## src/hdl/sfba_list_mem.sv

```systemverilog
`default_nettype none
module sfba_list_mem #(
    parameter int ROWS  = 16,
    parameter int WIDTH = 20
) (
    input  wire logic                     clk,
    input  wire logic                     wr_en,
    input  wire logic [$clog2(ROWS)-1:0]  wr_addr,
    input  wire logic [WIDTH-1:0]         wr_data,
    input  wire logic [$clog2(ROWS)-1:0]  rd_addr,
    output logic      [WIDTH-1:0]         rd_data
);

    logic [WIDTH-1:0] mem [ROWS];

    // Write one entry, read one entry with registered data
    always_ff @(posedge clk)
    begin
        if (wr_en)
        begin
            mem[wr_addr] <= wr_data;
        end
        rd_data <= mem[rd_addr];
    end

endmodule
`default_nettype wire

```

## config.mk

```make
export PLATFORM = sky130hd
export DESIGN_NAME = sfba_list_mem
export DESIGN_NICKNAME = d
export VERILOG_FILES = /design/src/hdl/sfba_list_mem.sv
export SDC_FILE = /design/constraint.sdc
export NUM_CORES = 1
export LEC_CHECK = 0
export BUFFER_PORTS_ARGS = -buffer_cell sky130_fd_sc_hd__buf_4
export CAP_MARGIN = 0
export CORE_MARGIN = 4
export CORE_UTILIZATION = 60
export CTS_BUF_LIST = sky130_fd_sc_hd__clkbuf_8 sky130_fd_sc_hd__clkbuf_16
export CTS_CLUSTER_SIZE = 12
export DETAILED_ROUTE_END_ITERATION = 10
export PLACE_DENSITY_LB_ADDON = 0.12
export RECOVER_POWER = 100
export SYNTH_ARGS = -nofsm -noshare
export SYNTH_HDL_FRONTEND = slang
export SYNTH_SLANG_ARGS = --single-unit
```

## constraint.sdc

```tcl
create_clock -name clk -period 4 [get_ports clk]
set_clock_uncertainty 0.2 [all_clocks]
set_input_delay 1 -clock clk [delete_from_list [all_inputs] [get_ports clk]]
set_output_delay 1 -clock clk [all_outputs]
set_load 0.02 [all_outputs]
```

==> results.ini <==
[sta]
finalCritPeriodShare_pct = 79.40
hold_ws_ps = 463.4
finalMaxSlewViolations = 210
finalSetupTns_ps = 0
finalHoldViolCount = 0
finalSetupViolations = 0
rsz0062_at_grt = no
fin_crit_ps = 3176
slew-limit-headroom_pct = -53.11
worst_slew_pin_slew_ps = 2292
max_freq_ghz = 0.3149

[logic_synthesis]
synthFlopType = edfxtp_1
yosysTopAreaCellShare_pct = 76.68
synth_top_family_by_area = multiplexers
postSynth.asyncResetShare_pct = 0
yosysTopAreaCell = edfxtp_1
synthTopCellsByCount = 320 x edfxtp_1, 64 x mux4_2, 40 x a22oi_1
seq_area_frac_synth_pct = 79.88
ys_top_cells_by_area = edfxtp_1 77%, mux4_2 12%, mux4_1 3.4%
ys.warnings.count = 0
synth_edf_count = 320
synth_area_per_cell_sq_um = 23.51
ys_ff_latch = 340
syn_inst = 533
synthDistinctLibCells = 18
synth_mux_area_share_pct = 14.86
synth_compound_area_share_pct = 2.396
syn_area_sq_mm = 0.01253
synth_xor_area_share_pct = 0
syn-num-nets = 563
synthAdderAreaFrac_pct = 0
synthSimpleGateAreaFrac_pct = 1.658
yosysMostFrequentCell = edfxtp_1

[detailed_routing]
drt_pass1_iterations = 5
via_count = 5787
viasPerCell = 6.318
finalWirelength_um = 25640
route.detailed.drc = 0
wl_per_cell_um = 27.99
drt_iter0_drc = 566
ant_nets = 0

[clock_tree]
clkLatencyLatePin_ps = 500
cts_made_buffers = 36
holdBufCountCts = 0
cts_tree = built
cts.repair.resized = 0
clk_path_buf_depth = 3
path_clk_slew_ps = 50
htreeDepth = 2
clock-root-buffer = clkbuf_16
cts_setup_buffers = 0
cts_sinks = 340

[pwr]
p_sw_mw = 1.462
pwr_density_cell_mw_per_mm2 = 514.2
p_leak_nw = 4.570
pwr-share-clk_pct = 40.0
switching_share_pct = 20.09
power.internal_mw = 5.815
peakVddDrop_uv = 344.2
p_comb_share_pct = 4.9
power_mw = 7.277
power_frac_seq_pct = 55.1

[worst_setup_path]
cp_cell_sequence = clkbuf_1 > nand3b_1 > nor2_1 > clkbuf_1
cp.required_ps = 3910
critPathMaxStageDelay_ps = 860
cpMostUsedCell = clkbuf_1
critPathBufInv = 2
cp_slowest_cell = clkbuf_1
worstSetupStartpointType = input port
cp_max_fo = 13
ff2ff_path_depth = 3
reg2reg_setup_slack_ps = 2440
crit_family = simple AND/OR/NAND/NOR gates
r2r_end = rd_data[9]
critPathArrivalTime_ps = 3080
path_class = in2reg
worst_setup_path_end_kind = register
r2r_start = mem[8][9]

[global_routing]
grt.overflow.total = 0
grtUsageTotal_pct = 22.37
antenna_found_initial = 0
grt_pass1_wl_um = 38380
grt_start_max_net_pins = 46
grt_pass1_vias = 5956

[layout]
diodes = 0
layout.nets = 652
drive_above_1_share_pct = 20.28
fillers = 1278
area_growth_pct = 12.95

[placement]
hpwl_um = 14070
io_buffers = 49
place.gp.congestion = 0.7245

[run_status]
violations = max-capacitance violations, max-slew violations
status = finished with violations

[floorplanning]
dieArea_sq_mm = 0.02326
die_x_um = 152.5
rows = 52
start_util_pct = 61.53
coreArea_sq_mm = 0.02036
io_pins = 50
die_y_um = 152.5

[hold_path]
min_path_type = reg2reg
holdPathStages = 3
whs_endpoint = rd_data[18]
worstHoldStart = mem[15][18]

[job]
drv_cap = 10

## worst max path at each step
stage	from	endpoint	cells past startpoint
finish	wr_addr[3]	mem[6][10]	4
global route	rd_addr[2]	rd_data[10]	4
CTS	wr_addr[2]	mem[2][18]	4
detailed placement	wr_addr[2]	mem[2][7]	4
global placement	rd_addr[0]	rd_data[5]	5
floorplan	wr_addr[2]	mem[0][0]	2
## power by group through the flow
stage | combinational [mW] | sequential [mW] | clock [mW]
after floorplan | 0.192 | 4.10 | 0
final | 0.355 | 4.01 | 2.91
after global routing | 0.385 | 4.02 | 3.14
after detailed placement | 0.395 | 4.08 | 0
after CTS | 0.396 | 4.01 | 2.96
after global placement | 0.384 | 4.08 | 0
## sequential cells by signal, indices dropped and copies added (netlist names)
register and count:
rd_data 20, mem 320
## logic make-up after synthesis
| family | after synthesis |
|---|---|
| DFF | 340 |
| muxes | 80 |
| and+or+nand+nor | 47 |
| AOI/OAI and AO/OA | 40 |
| buffers and inverters | 26 |
## routing by layer
layer | vias up | wire, um | GRT usage (%)
met5 | - | 0 | 0
met4 | 0 | 353 | 4.582
met3 | 29 | 1952 | 4.828
met2 | 219 | 12180 | 34.19
met1 | 3084 | 11150 | 34.57
li1 | 2455 | - | -
## worst register-to-register path, stage by stage, from the launching register on
cell and delay [ps]:
edfxtp_1 370, mux4_1 490, a22oi_1 300, nand2_1 90
## cells in the final DEF, fill, tap and decap left out
cell type,instances
a22oi_1,40
and2_1,1
buf_12,2
buf_4,14
clkbuf_1,61
clkbuf_16,37
clkbuf_8,2
clkinv_1,3
clkinv_2,4
dfxtp_1,20
edfxtp_1,320
inv_1,16
mux4_1,16
mux4_2,64
nand2_1,21
nand2b_1,2
nand3_1,1
nand3b_1,2
nor2_1,7
nor2_2,6
nor2b_1,1
nor2b_2,1
nor3_1,4
or3b_2,1
## per-stage QoR
stage | util (%) | worst slack, ps | area, sq um | std cells
6_report | 69.50 | 824.0 | 14150 | 916
3_5_place_dp | 65.69 | 800.4 | 13380 | 854
4_1_cts | 70.82 | 1328 | 14420 | 916
2_1_floorplan | - | 463.8 | 12530 | 533
3_3_place_gp | 65.69 | 850.6 | 13380 | 854
5_1_grt | 69.50 | 653.1 | 14150 | 916
## area by class of cell
class,instances,area (sq um),area share (%)
flip-flops and latches,340,10010,70.72
well taps,270,337.8,2.387
repair buffers,77,374.1,2.643
clock buffers,39,953.4,6.736
multi-input cells,167,2387,16.87
clock inverters,23,91.34,0.6453
Note: power is estimated with default switching activity, not from simulation.
